### config.mk
export PLATFORM = sky130hd
export DESIGN_NAME = load_based_energy_meter
export DESIGN_NICKNAME = d
export VERILOG_FILES = /design/src/design/lbem_pkg.sv /design/src/design/lbem_ram.sv /design/src/design/load_based_energy_meter.sv
export SDC_FILE = /design/constraint.sdc
export NUM_CORES = 2
export LEC_CHECK = 0
export ABC_AREA = 1
export CAP_MARGIN = 20
export CORE_MARGIN = 1
export CORE_UTILIZATION = 50
export DETAILED_ROUTE_END_ITERATION = 12
export DONT_BUFFER_PORTS = 1
export PLACE_DENSITY = 0.62
export SLEW_MARGIN = 20
export SYNTH_ARGS = -nofsm -noshare
export SYNTH_HDL_FRONTEND = slang
export SYNTH_SLANG_ARGS = --single-unit
### constraint.sdc
create_clock -name clk -period 19.8 [get_ports clk]
set_clock_uncertainty 0.15 [all_clocks]
set_input_delay 3.96 -clock clk [delete_from_list [all_inputs] [get_ports clk]]
set_output_delay 3.96 -clock clk [all_outputs]
set_load 0.03 [all_outputs]
### src/design/lbem_pkg.sv
// Shared types and constants for the load-based energy meter.
package lbem_pkg;

    // Default size of the pstate power table.
    localparam int LBEM_NUM_PSTATES = 8;

    // Field widths.
    localparam int TIME_W   = 48;
    localparam int PWR_W    = 32;
    localparam int CORE_W   = 9;
    localparam int PS_W     = 3;
    localparam int ACC_W    = 63;
    localparam int FRAC_W   = 17;
    localparam int DIV_W    = PWR_W + CORE_W;
    localparam int SLOPE_W  = PWR_W + FRAC_W;
    localparam int EPROD_W  = PWR_W + TIME_W;
    localparam int CNT_W    = 6;

    // Iteration counts of the serial units.
    localparam int DIV_STEPS   = FRAC_W - 1;
    localparam int SLOPE_STEPS = FRAC_W;
    localparam int TIME_STEPS  = TIME_W;

    // Load fraction of 1.0 in Q1.16.
    localparam logic [FRAC_W-1:0] FRAC_ONE = FRAC_W'(65536);
    // Largest accumulator value.
    localparam logic [ACC_W-1:0]  ACC_MAX  = {ACC_W{1'b1}};

    // Input item kinds carried on tuser.
    localparam logic CMD_UPDATE   = 1'b0;
    localparam logic CMD_TABLE_WR = 1'b1;

    // Configuration register indexes.
    localparam logic CFG_OFF_POWER  = 1'b0;
    localparam logic CFG_CORE_COUNT = 1'b1;

    // One pstate table entry as stored in memory.
    typedef struct packed {
        logic [PWR_W-1:0] speed;
        logic [PWR_W-1:0] max_pwr;
        logic [PWR_W-1:0] eps_pwr;
        logic [PWR_W-1:0] idle_pwr;
    } entry_t;

    // Sequencer states.
    typedef enum logic [3:0] {
        ST_IDLE,
        ST_READ,
        ST_SETUP,
        ST_CMP,
        ST_DIV,
        ST_SLOPE,
        ST_POWER,
        ST_ENERGY,
        ST_FINISH
    } state_t;

endpackage

### src/design/lbem_ram.sv
// Generic single-port-write, single-port-read RAM with registered read data.
module lbem_ram #(
    parameter int WIDTH = 128,
    parameter int DEPTH = 8,
    parameter int AW    = (DEPTH > 1) ? $clog2(DEPTH) : 1
) (
    input  logic             clk,
    input  logic             wr_en,
    input  logic [AW-1:0]    wr_addr,
    input  logic [WIDTH-1:0] wr_data,
    input  logic [AW-1:0]    rd_addr,
    output logic [WIDTH-1:0] rd_data
);

    logic [WIDTH-1:0] mem [DEPTH];

    // Write port.
    always_ff @(posedge clk)
    begin
        if (wr_en)
        begin
            mem[wr_addr] <= wr_data;
        end
    end

    // Registered read port.
    always_ff @(posedge clk)
    begin
        rd_data <= mem[rd_addr];
    end

endmodule

### src/design/load_based_energy_meter.sv
// Top level of the load-based energy meter: sequencer, serial datapath and table.
//
// A table-write item is written from the idle state, which stays ready for the next item.
// The result of an update event is posted after a path of states set by the latched state.
// The longest path runs the 16-step restoring divider for the load fraction, which follows
// a table read, a 32x9 divisor multiply and a compare. A load that reaches the divisor
// clamps the fraction to one and skips the divider, and a zero speed also skips the
// multiply and the compare. The off power or an idle entry skips the slope as well, and a
// time that is not later than the last update goes straight to the result. The loaded
// paths run a 17-step shift-add slope multiply. Every charged interval runs a 48-step
// bit-serial multiply of power by elapsed ticks, which dominates the path. The next item
// is accepted at the earliest in the cycle after a result is posted. A finished result
// sits in an output register, so the next item may be accepted while it waits. The
// following update event then holds in its last step until that register empties. The
// pstate table resets to all zero through per-entry valid bits; no clearing pass.
module load_based_energy_meter
    import lbem_pkg::*;
#(
    parameter int NUM_PSTATES = LBEM_NUM_PSTATES
) (
    input  logic         clk,
    input  logic         rst_n,
    // Input items.
    input  logic         s_axis_tvalid,
    output logic         s_axis_tready,
    // now_time[47:0], host_on[48], new_pstate[51:49], load_rate[83:52],
    // table_index[86:84], idle_pwr[118:87], eps_pwr[150:119],
    // max_pwr[182:151], pstate_speed[214:183], zero[215]
    input  logic [215:0] s_axis_tdata,
    // cmd[0]
    input  logic         s_axis_tuser,
    // Result items.
    output logic         m_axis_tvalid,
    input  logic         m_axis_tready,
    // energy_total[62:0], interval_power[94:63], host_used[95],
    // energy_saturated[96], zero[103:97]
    output logic [103:0] m_axis_tdata,
    // Configuration writes.
    input  logic         cfg_valid,
    output logic         cfg_ready,
    input  logic         cfg_addr,
    input  logic [31:0]  cfg_data
);

    localparam int AW = (NUM_PSTATES > 1) ? $clog2(NUM_PSTATES) : 1;

    // Input field views.
    logic [TIME_W-1:0] in_now;
    logic              in_host_on;
    logic [PS_W-1:0]   in_new_pstate;
    logic [PWR_W-1:0]  in_load;
    logic [PS_W-1:0]   in_table_index;
    entry_t            in_entry;

    assign in_now           = s_axis_tdata[47:0];
    assign in_host_on       = s_axis_tdata[48];
    assign in_new_pstate    = s_axis_tdata[51:49];
    assign in_load          = s_axis_tdata[83:52];
    assign in_table_index   = s_axis_tdata[86:84];
    assign in_entry.idle_pwr = s_axis_tdata[118:87];
    assign in_entry.eps_pwr  = s_axis_tdata[150:119];
    assign in_entry.max_pwr  = s_axis_tdata[182:151];
    assign in_entry.speed    = s_axis_tdata[214:183];

    // Control state.
    state_t                   state_reg, state_next;
    logic [NUM_PSTATES-1:0]   valid_reg, valid_next;
    logic                     m_valid_reg, m_valid_next;
    logic [PS_W-1:0]          latched_pstate_reg, latched_pstate_next;
    logic                     latched_off_reg, latched_off_next;
    logic [TIME_W-1:0]        last_time_reg, last_time_next;
    logic [ACC_W-1:0]         acc_reg, acc_next;
    logic                     used_reg, used_next;
    logic [PWR_W-1:0]         off_power_reg, off_power_next;
    logic [CORE_W-1:0]        core_count_reg, core_count_next;
    logic [CNT_W-1:0]         cnt_reg, cnt_next;

    // Datapath state.
    logic                     later_reg, later_next;
    logic                     host_on_reg, host_on_next;
    logic [PS_W-1:0]          new_pstate_reg, new_pstate_next;
    logic [PWR_W-1:0]         load_reg, load_next;
    logic [DIV_W-1:0]         div_reg, div_next;
    logic [DIV_W-1:0]         rem_reg, rem_next;
    logic [DIV_STEPS-1:0]     quo_reg, quo_next;
    logic [PWR_W-1:0]         eps_reg, eps_next;
    logic [PWR_W-1:0]         diff_reg, diff_next;
    logic                     neg_reg, neg_next;
    logic [SLOPE_W-1:0]       prod_reg, prod_next;
    logic [PWR_W-1:0]         power_reg, power_next;
    logic [EPROD_W-1:0]       eprod_reg, eprod_next;
    logic [ACC_W-1:0]         out_energy_reg, out_energy_next;
    logic [PWR_W-1:0]         out_power_reg, out_power_next;
    logic                     out_used_reg, out_used_next;
    logic                     out_sat_reg, out_sat_next;

    // Table memory.
    logic                     ram_wr_en;
    logic [AW-1:0]            ram_wr_addr;
    logic [AW-1:0]            ram_rd_addr;
    entry_t                   ram_rd_data;

    assign ram_wr_addr = AW'(in_table_index);
    assign ram_rd_addr = AW'(latched_pstate_reg);

    lbem_ram #(
        .WIDTH ($bits(entry_t)),
        .DEPTH (NUM_PSTATES),
        .AW    (AW)
    ) u_table (
        .clk     (clk),
        .wr_en   (ram_wr_en),
        .wr_addr (ram_wr_addr),
        .wr_data (in_entry),
        .rd_addr (ram_rd_addr),
        .rd_data (ram_rd_data)
    );

    // Entry of the latched pstate; unwritten or out-of-table entries read as zero.
    logic   wr_in_range;
    logic   rd_in_range;
    logic   entry_ok;
    entry_t entry;

    assign wr_in_range = 32'(in_table_index) < NUM_PSTATES;
    assign rd_in_range = 32'(latched_pstate_reg) < NUM_PSTATES;
    assign entry_ok    = rd_in_range && valid_reg[ram_rd_addr];
    assign entry       = entry_ok ? ram_rd_data : '0;

    // Configuration port always takes writes.
    assign cfg_ready = 1'b1;

    always_comb
    begin
        off_power_next  = off_power_reg;
        core_count_next = core_count_reg;
        if (cfg_valid)
        begin
            unique case (cfg_addr)
                CFG_OFF_POWER:  off_power_next  = cfg_data;
                CFG_CORE_COUNT: core_count_next = cfg_data[CORE_W-1:0];
                default:        off_power_next  = off_power_reg;
            endcase
        end
    end

    // Arithmetic helpers for the serial units.
    logic [CORE_W-1:0]  cores_eff;
    logic [DIV_W:0]     rem_shift;
    logic               quo_bit;
    logic [PWR_W:0]     slope_sum;
    logic [PWR_W:0]     slope_hi;
    logic [PWR_W:0]     slope_ceil;
    logic [PWR_W:0]     power_calc;
    logic [PWR_W:0]     energy_sum;
    logic [ACC_W:0]     acc_sum;
    logic [ACC_W-1:0]   acc_new;
    logic [TIME_W-1:0]  in_dt;

    assign cores_eff  = (core_count_reg == '0) ? CORE_W'(1) : core_count_reg;
    assign rem_shift  = {rem_reg, 1'b0};
    assign quo_bit    = rem_shift >= {1'b0, div_reg};
    assign slope_sum  = {1'b0, prod_reg[SLOPE_W-1:FRAC_W]}
                      + (prod_reg[0] ? {1'b0, diff_reg} : '0);
    assign slope_hi   = prod_reg[SLOPE_W-1:FRAC_W-1];
    assign slope_ceil = slope_hi + {{PWR_W{1'b0}}, |prod_reg[FRAC_W-2:0]};
    assign power_calc = neg_reg ? ({1'b0, eps_reg} - slope_ceil)
                                : ({1'b0, eps_reg} + slope_hi);
    assign energy_sum = {1'b0, eprod_reg[EPROD_W-1:TIME_W]}
                      + (eprod_reg[0] ? {1'b0, power_reg} : '0);
    assign acc_sum    = {1'b0, acc_reg} + {1'b0, eprod_reg[ACC_W-1:0]};
    assign in_dt      = in_now - last_time_reg;

    // Saturating accumulate of the finished energy product.
    always_comb
    begin
        if (!later_reg)
        begin
            acc_new = acc_reg;
        end
        else if ((|eprod_reg[EPROD_W-1:ACC_W]) || acc_sum[ACC_W])
        begin
            acc_new = ACC_MAX;
        end
        else
        begin
            acc_new = acc_sum[ACC_W-1:0];
        end
    end

    // Sequencer: next state and datapath updates.
    always_comb
    begin
        state_next          = state_reg;
        valid_next          = valid_reg;
        latched_pstate_next = latched_pstate_reg;
        latched_off_next    = latched_off_reg;
        last_time_next      = last_time_reg;
        acc_next            = acc_reg;
        used_next           = used_reg;
        cnt_next            = cnt_reg;
        later_next          = later_reg;
        host_on_next        = host_on_reg;
        new_pstate_next     = new_pstate_reg;
        load_next           = load_reg;
        div_next            = div_reg;
        rem_next            = rem_reg;
        quo_next            = quo_reg;
        eps_next            = eps_reg;
        diff_next           = diff_reg;
        neg_next            = neg_reg;
        prod_next           = prod_reg;
        power_next          = power_reg;
        eprod_next          = eprod_reg;
        out_energy_next     = out_energy_reg;
        out_power_next      = out_power_reg;
        out_used_next       = out_used_reg;
        out_sat_next        = out_sat_reg;
        s_axis_tready       = 1'b0;
        ram_wr_en           = 1'b0;

        // The result register empties when its transaction completes.
        m_valid_next = m_valid_reg && !m_axis_tready;

        unique case (state_reg)
            ST_IDLE:
            begin
                s_axis_tready = 1'b1;
                if (s_axis_tvalid)
                begin
                    if (s_axis_tuser == CMD_TABLE_WR)
                    begin
                        if (wr_in_range)
                        begin
                            ram_wr_en               = 1'b1;
                            valid_next[ram_wr_addr] = 1'b1;
                        end
                    end
                    else
                    begin
                        later_next      = in_now > last_time_reg;
                        host_on_next    = in_host_on;
                        new_pstate_next = in_new_pstate;
                        load_next       = in_load;
                        eprod_next      = {{PWR_W{1'b0}}, in_dt};
                        if (in_now > last_time_reg)
                        begin
                            last_time_next = in_now;
                        end
                        state_next = ST_READ;
                    end
                end
            end

            // Table read data settles for the latched pstate.
            ST_READ:
            begin
                state_next = ST_SETUP;
            end

            // Pick the power path of the latched state.
            ST_SETUP:
            begin
                cnt_next  = '0;
                eps_next  = entry.eps_pwr;
                neg_next  = entry.max_pwr < entry.eps_pwr;
                diff_next = (entry.max_pwr < entry.eps_pwr)
                          ? (entry.eps_pwr - entry.max_pwr)
                          : (entry.max_pwr - entry.eps_pwr);
                if (!later_reg)
                begin
                    power_next = '0;
                    state_next = ST_FINISH;
                end
                else if (latched_off_reg)
                begin
                    power_next = off_power_reg;
                    state_next = ST_ENERGY;
                end
                else if (entry.speed == '0)
                begin
                    prod_next  = {{PWR_W{1'b0}}, FRAC_ONE};
                    state_next = ST_SLOPE;
                end
                else if (load_reg == '0)
                begin
                    power_next = entry.idle_pwr;
                    state_next = ST_ENERGY;
                end
                else
                begin
                    used_next  = 1'b1;
                    div_next   = entry.speed * cores_eff;
                    state_next = ST_CMP;
                end
            end

            // A load at or above the divisor clamps the fraction to one.
            ST_CMP:
            begin
                if ({{CORE_W{1'b0}}, load_reg} >= div_reg)
                begin
                    prod_next  = {{PWR_W{1'b0}}, FRAC_ONE};
                    state_next = ST_SLOPE;
                end
                else
                begin
                    rem_next   = {{CORE_W{1'b0}}, load_reg};
                    quo_next   = '0;
                    state_next = ST_DIV;
                end
            end

            // Restoring division, one quotient bit per cycle.
            ST_DIV:
            begin
                rem_next = quo_bit ? DIV_W'(rem_shift - {1'b0, div_reg})
                                   : rem_shift[DIV_W-1:0];
                quo_next = {quo_reg[DIV_STEPS-2:0], quo_bit};
                cnt_next = cnt_reg + CNT_W'(1);
                if (cnt_reg == CNT_W'(DIV_STEPS - 1))
                begin
                    cnt_next   = '0;
                    prod_next  = {{PWR_W{1'b0}}, 1'b0, quo_reg[DIV_STEPS-2:0], quo_bit};
                    state_next = ST_SLOPE;
                end
            end

            // Shift-add product of the fraction and the power span.
            ST_SLOPE:
            begin
                prod_next = {slope_sum, prod_reg[FRAC_W-1:1]};
                cnt_next  = cnt_reg + CNT_W'(1);
                if (cnt_reg == CNT_W'(SLOPE_STEPS - 1))
                begin
                    cnt_next   = '0;
                    state_next = ST_POWER;
                end
            end

            // Epsilon plus the floored slope, or minus its ceiling when falling.
            ST_POWER:
            begin
                power_next = power_calc[PWR_W-1:0];
                state_next = ST_ENERGY;
            end

            // Bit-serial product of power and elapsed ticks.
            ST_ENERGY:
            begin
                eprod_next = {energy_sum, eprod_reg[TIME_W-1:1]};
                cnt_next   = cnt_reg + CNT_W'(1);
                if (cnt_reg == CNT_W'(TIME_STEPS - 1))
                begin
                    cnt_next   = '0;
                    state_next = ST_FINISH;
                end
            end

            // Accumulate, latch the new state and post the result.
            ST_FINISH:
            begin
                if (!m_valid_reg || m_axis_tready)
                begin
                    acc_next         = acc_new;
                    latched_off_next = !host_on_reg;
                    if (host_on_reg)
                    begin
                        latched_pstate_next = new_pstate_reg;
                    end
                    out_energy_next = acc_new;
                    out_power_next  = power_reg;
                    out_used_next   = used_reg;
                    out_sat_next    = acc_new == ACC_MAX;
                    m_valid_next    = 1'b1;
                    state_next      = ST_IDLE;
                end
            end

            default:
            begin
                state_next = ST_IDLE;
            end
        endcase
    end

    // Control registers.
    always_ff @(posedge clk or negedge rst_n)
    begin
        if (!rst_n)
        begin
            state_reg          <= ST_IDLE;
            valid_reg          <= '0;
            m_valid_reg        <= 1'b0;
            latched_pstate_reg <= '0;
            latched_off_reg    <= 1'b0;
            last_time_reg      <= '0;
            acc_reg            <= '0;
            used_reg           <= 1'b0;
            off_power_reg      <= '0;
            core_count_reg     <= CORE_W'(1);
            cnt_reg            <= '0;
        end
        else
        begin
            state_reg          <= state_next;
            valid_reg          <= valid_next;
            m_valid_reg        <= m_valid_next;
            latched_pstate_reg <= latched_pstate_next;
            latched_off_reg    <= latched_off_next;
            last_time_reg      <= last_time_next;
            acc_reg            <= acc_next;
            used_reg           <= used_next;
            off_power_reg      <= off_power_next;
            core_count_reg     <= core_count_next;
            cnt_reg            <= cnt_next;
        end
    end

    // Datapath registers.
    always_ff @(posedge clk)
    begin
        later_reg      <= later_next;
        host_on_reg    <= host_on_next;
        new_pstate_reg <= new_pstate_next;
        load_reg       <= load_next;
        div_reg        <= div_next;
        rem_reg        <= rem_next;
        quo_reg        <= quo_next;
        eps_reg        <= eps_next;
        diff_reg       <= diff_next;
        neg_reg        <= neg_next;
        prod_reg       <= prod_next;
        power_reg      <= power_next;
        eprod_reg      <= eprod_next;
        out_energy_reg <= out_energy_next;
        out_power_reg  <= out_power_next;
        out_used_reg   <= out_used_next;
        out_sat_reg    <= out_sat_next;
    end

    // Result port.
    assign m_axis_tvalid = m_valid_reg;
    assign m_axis_tdata  = {7'b0, out_sat_reg, out_used_reg, out_power_reg, out_energy_reg};

endmodule

=== After elaboration in Yosys (flattened, before gate mapping) ===
Memory sizes are Yosys's and may differ from the RTL's. A register that Yosys moved wholly into a read port is not among the register bits.
Cells that the tools add are included.

* Bits of input ports: 255
* Memory bits (writable): 1024
* Register bits after elaboration: 633
* Bits in latches: 0
* Memories kept: 1
* Logic and storage cells: 165
* Memory bits (read-only): 0

{| class="wikitable"
|+ Memory list
! memory !! depth !! width !! rd ports !! clocked after memory_dff !! write ports !! line !! source
|-
| u_table.mem || 8 || 128 || 1 || 1 || 1 || lbem_ram.sv:15 || <nowiki>logic [WIDTH-1:0] mem [DEPTH];</nowiki>
|}

* Add/subtract/negate cells: 11
* Div/mod/pow operators: 0
* Shift operators: 0
* Multipliers: 1
* Reductions and logical operators: 31
* Eq/ne operators: 25
* $lt $le $gt $ge: 7
* Bitwise logic cells: 6
* Muxes and demuxes: 55

{| class="wikitable"
|+ Operator list
! kind !! count
|-
| $mux 32 || 8
|-
| $mux 49 || 5
|-
| $pmux 49 s4 || 1
|-
| $mux 80 || 2
|-
| $pmux 80 s2 || 1
|-
| $mux 128 || 1
|-
| $mux 63 || 2
|-
| $sub 32x32->32 || 3
|-
| $mux 41 || 2
|-
| $pmux 41 s2 || 1
|-
| $add 32x32->33 || 2
|-
| $add 63x63->64 || 1
|-
| $logic_not 32->1 || 2
|-
| $pmux 32 s2 || 1
|-
| $eq 63x63->1 const B || 1
|-
| $gt 48x48->1 || 1
|-
| $sub 48x48->48 || 1
|-
| $ge 42x41->1 || 1
|-
| $ge 32x41->1 || 1
|-
| $mul 32x9->41 || 1
|-
| $sub 41x41->41 || 1
|-
| $pmux 4 s9 || 1
|-
| $add 32x1->32 || 1
|-
| $add 32x32->32 || 1
|-
| other kinds (39) || 94
|}

=== Depth between registers and ports, before layout ===
* Depth in word-level cells: 8
* Mapped depth: 32
* Mapped depth without buffers: 31

=== Hierarchy ===
Synthesis repeated with hierarchy kept, for this count alone.

* Cell total of the unflattened synthesis: 12410
* Area total of the unflattened synthesis: 104751.7 um2

{| class="wikitable"
|+ Modules (own cells, without submodules)
! module !! cells an instance !! sequential area each (um2) !! instances !! area each (um2)
|-
| load_based_energy_meter || 7840 || 18128.6 || 1 || 57674.1
|-
| lbem_ram || 4570 || 33311.9 || 1 || 47077.7
|}

=== Least setup slack after synthesis ===
OpenSTA, ideal clock, no wires.

* Path kind: input -> register
* Start point: input s_axis_tvalid
* End point: register valid_reg[0]
* Path buffers: 0
* Path slack: 9.278 ns
* Setup time: 0.099 ns
* Data arrival time: 10.273 ns
* Required time: 19.551 ns
* Stages on the path: 5
* Cells stage by stage: inv_1 nor3_1 nand2_1 nor2_1 or2_2

* Cells in the longest elaborated chain, start to end: 1

{| class="wikitable"
|+ Ends and longest elaborated chain
! item !! line !! source
|-
| start: declaration || load_based_energy_meter.sv:24 || <nowiki>input logic s_axis_tvalid,</nowiki>
|-
| $reduce_and 3->1 (no source line) || - ||
|-
| end signal: assignment || load_based_energy_meter.sv:407 || <nowiki>valid_reg <= valid_next;</nowiki>
|-
| end: declaration || load_based_energy_meter.sv:67 || <nowiki>logic [NUM_PSTATES-1:0] valid_reg, valid_next;</nowiki>
|}

No other way between the ends.
A chain may end at the register's enable or synchronous reset.

=== Final worst setup path ===
* Start point: register latched_pstate_reg[0]
* End point: register div_reg[37], data pin

* Cells in the longest elaborated chain, start to end: 4

{| class="wikitable"
|+ Ends and longest elaborated chain
! item !! line !! source
|-
| start: declaration || load_based_energy_meter.sv:69 || <nowiki>logic [PS_W-1:0] latched_pstate_reg, latched_pstate_next;</nowiki>
|-
| start signal: assignment || load_based_energy_meter.sv:409 || <nowiki>latched_pstate_reg <= latched_pstate_next;</nowiki>
|-
| $bmux 1 s3 || load_based_energy_meter.sv:127 || <nowiki>assign entry_ok = rd_in_range && valid_reg[ram_rd_addr];</nowiki>
|-
| $mux 1 (implied by the code) || load_based_energy_meter.sv:127 ||
|-
| $mux 128 || load_based_energy_meter.sv:128 || <nowiki>assign entry = entry_ok ? ram_rd_data : '0;</nowiki>
|-
| $mul 32x9->41 || load_based_energy_meter.sv:293 || <nowiki>div_next = entry.speed * cores_eff;</nowiki>
|-
| end signal: assignment || load_based_energy_meter.sv:427 || <nowiki>div_reg <= div_next;</nowiki>
|-
| end: declaration || load_based_energy_meter.sv:83 || <nowiki>logic [DIV_W-1:0] div_reg, div_next;</nowiki>
|}

No other way between the ends. The select of a mux whose other input is x is not followed.

==> flow_summary_export.csv <==
group,metric,value,unit
placed_design,place.port_buffers,0,
worst_setup_path,crit_path_frequent_cell,"nand2_1",
worst_setup_path,r2r_slack,11.24,ns
timing,final-max-slew-violation-count,0,
worst_setup_path,r2r_cells,28,
clocking,path_clk_slew,0.06,ns
logic_synthesis,yosys.area.top_type,"edfxtp_1",
worst_setup_path,endpoint,"div_reg[37]",
timing,max_freq,117,MHz
floorplanning,ioPinCount,362,
clocking,cts-resized-gates,0,
detailed_routing,firstDrtPassIters,6,
clocking,cts_tree,"built",
logic_synthesis,yosys_warnings,0,
worst_setup_path,reg2reg_to,"div_reg[37]",
floorplanning,fp-row-count,163,
layout,area_growth,9.20,%
worst_setup_path,critPathMaxFanout,71,
worst_setup_path,max_stage_delay,0.80,ns
timing,fin_tns_setup,0,ns
timing,fin_crit_sh,0.433,
clocking,hold_buffers,0,
placed_design,post-dp-hpwl,203,mm
layout,final_cell_mix,"nand2_1, nor2_1, edfxtp_1",
worst_setup_path,startpoint,"latched_pstate_reg[0]",
floorplanning,core_area,0.197,sq mm
clocking,clkSinkCount,1785,
global_route,grt_max_degree,177,
global_route,grt_pass1_wl,426,mm
worst_setup_path,regToRegStartpoint,"latched_pstate_reg[0]",
layout,layout_commonest_cell,"nand2_1",
worst_hold_path,hold_start,"power_reg[22]",
global_route,grt_pass1_vias,71643,
logic_synthesis,synth_area_per_cell,9.16,sq um
status,status,"complete, no violations",
logic_synthesis,yosys.area.top_type_share,0.449,
logic_synthesis,synth_area_leaders,"edfxtp_1, nand2_1, nor2_1, ha_1, inv_1",
timing,layout_min_cycle_time,8.56,ns
worst_hold_path,hold_class,"reg2reg",
logic_synthesis,synthFlopType,"edfxtp_1",
worst_setup_path,cp-start-kind,"register",
worst_setup_path,cp.required,20.24,ns
worst_setup_path,crit_type,"reg2reg",
layout,seq_area,0.0514,sq mm
global_route,overflow,0,
logic_synthesis,ys_ff_latch,1785,
layout,num-fill-cells,17740,
clocking,cts_buffers,186,
detailed_routing,wl,283,mm
detailed_routing,vias_per_cell,5.48,
logic_synthesis,async_flop_share,0.0986,
timing,hold_violations,0,
detailed_routing,drtAntennaViolNets,0,
detailed_routing,drtIter0Drc,5961,
worst_setup_path,cp.arrival,9.00,ns
clocking,cts_buffer_depth,3,
floorplanning,die_area,0.200,sq mm
logic_synthesis,synth.yosys.seq_area_share,0.519,
timing,rsz0062_at_grt,"false",
logic_synthesis,synth_cell_types,70,
timing,tightest_slew,1.12,ns
placed_design,finalWeightedCongestion,0.980,
layout,multi_input_area,0.0409,sq mm
timing,slew_headroom,0.253,
flow_run,cap_violations,0,
layout,drive_above_1_share,0.0497,
floorplanning,start_util,0.503,
clocking,htreeDepth,4,
global_route,track_usage,0.280,
logic_synthesis,syn_area,0.0991,sq mm
layout,largest_reg_flops,1024,
floorplanning,die_w,447,microns
detailed_routing,wire_per_inst,20.9,microns
floorplanning,die_h,447,microns
clocking,post_cts_buffers,0,
clocking,cts_root_buf,"clkbuf_16",
logic_synthesis,synth_cells,10821,
global_route,antenna_found_initial,20,
worst_setup_path,slowest_stage,"dfrtp_4",
layout,final_nets,11673,
worst_setup_path,endpoint_kind,"register",
timing,final-setup-viol-count,0,
detailed_routing,vias,74251,
detailed_routing,drc,0,
clocking,clkLatencyLatePin,0.90,ns
logic_synthesis,synth_edf_count,1481,
[cell usage after synthesis, types with 6 or more instances]
library cell / instances
buf_2: 12
o21a_1: 39
o21bai_1: 46
nor4_1: 37
o22ai_1: 138
o211ai_1: 47
nand3b_1: 7
nor2_2: 7
xnor2_1: 79
o31ai_1: 7
xor2_1: 84
fa_1: 221
nor2_1: 1740
buf_4: 13
edfxtp_1: 1481
a21o_1: 35
a21boi_0: 27
a221oi_1: 9
mux2_2: 23
a31oi_1: 188
dfrtp_1: 175
buf_1: 18
dfxtp_1: 128
inv_2: 14
a32o_1: 6
inv_1: 1429
nand2_2: 11
or2_2: 78
nand3_1: 230
a21oi_1: 568
a211oi_1: 7
nand4_1: 46
buf_6: 7
clkbuf_1: 309
nor3_1: 57
mux2i_1: 6
o21ai_1: 14
nand2_1: 1895
ha_1: 465
o221ai_1: 18
o21ai_0: 1040
[worst min-delay path by stage]
stage	slack (ns)	cells after the start	to
global placement	0.29	0	out_power_reg[23]
global route	0.33	0	out_power_reg[23]
floorplan	0.27	0	out_used_reg
finish	0.30	0	out_power_reg[22]
detailed placement	0.29	0	out_power_reg[22]
CTS	0.30	0	out_power_reg[22]
[worst max-delay path, delay by kind of cell (launching register included)]
family | cells | cell delay, ns
AO/OA/AOI/OAI | 8 | 1.71
XOR/XNOR | 1 | 0.15
adder cells (fa/ha/maj) | 5 | 2.17
buffers and inverters | 7 | 2.05
flip-flops | 1 | 0.80
AND/OR/NAND/NOR | 7 | 1.21
[area by class of cell]
| cell class | instances | area share |
|---|---|---|
| Multi-Input combinational cell | 7235 | 0.378 |
| Sequential cell | 1785 | 0.476 |
| Antenna cell | 17 | 0.000393 |
| Tap cell | 2640 | 0.0305 |
| Timing Repair Buffer | 76 | 0.00638 |
| Clock buffer | 245 | 0.0463 |
| Inverter | 1448 | 0.0505 |
| Clock inverter | 108 | 0.0123 |
[routing by layer]
| layer | track usage | vias up | share of wire |
|---|---|---|---|
| met5 | 0 | - | 0.000039 |
| li1 | - | 36035 | - |
| met1 | 0.368 | 35757 | 0.43 |
| met4 | 0.115 | 2 | 0.044 |
| met3 | 0.0374 | 435 | 0.052 |
| met2 | 0.466 | 2022 | 0.47 |
[logic make-up after synthesis]
family | count (synthesis) | share of synthesized area
adder cells (fa/ha/maj) | 686 | 0.103
other | 2 | 0.0000758
XOR/XNOR | 163 | 0.0144
AND/OR/NAND/NOR | 4130 | 0.166
buffers and inverters | 1807 | 0.0696
AO/OA/AOI/OAI | 2219 | 0.124
flip-flops | 1785 | 0.519
multiplexers | 29 | 0.00322
[through the flow]
| stage | hold WS, ns | utilization | setup slack [ns] | instance area, sq um | instances |
|---|---|---|---|---|---|
| 5_1_grt | 0.328 | 0.549 | 10.63 | 108000 | 13553 |
| 3_3_place_gp | 0.291 | 0.517 | 11.24 | 102000 | 13183 |
| 3_5_place_dp | 0.288 | 0.517 | 11.18 | 102000 | 13183 |
| 2_1_floorplan | 0.267 | - | 9.28 | 99100 | 10827 |
| 4_1_cts | 0.301 | 0.549 | 11.22 | 108000 | 13536 |
| 6_report | 0.303 | 0.549 | 11.24 | 108000 | 13554 |
Power is not shown: default switching activity piles up to over one toggle a cycle in this logic, so the estimate is an artifact.
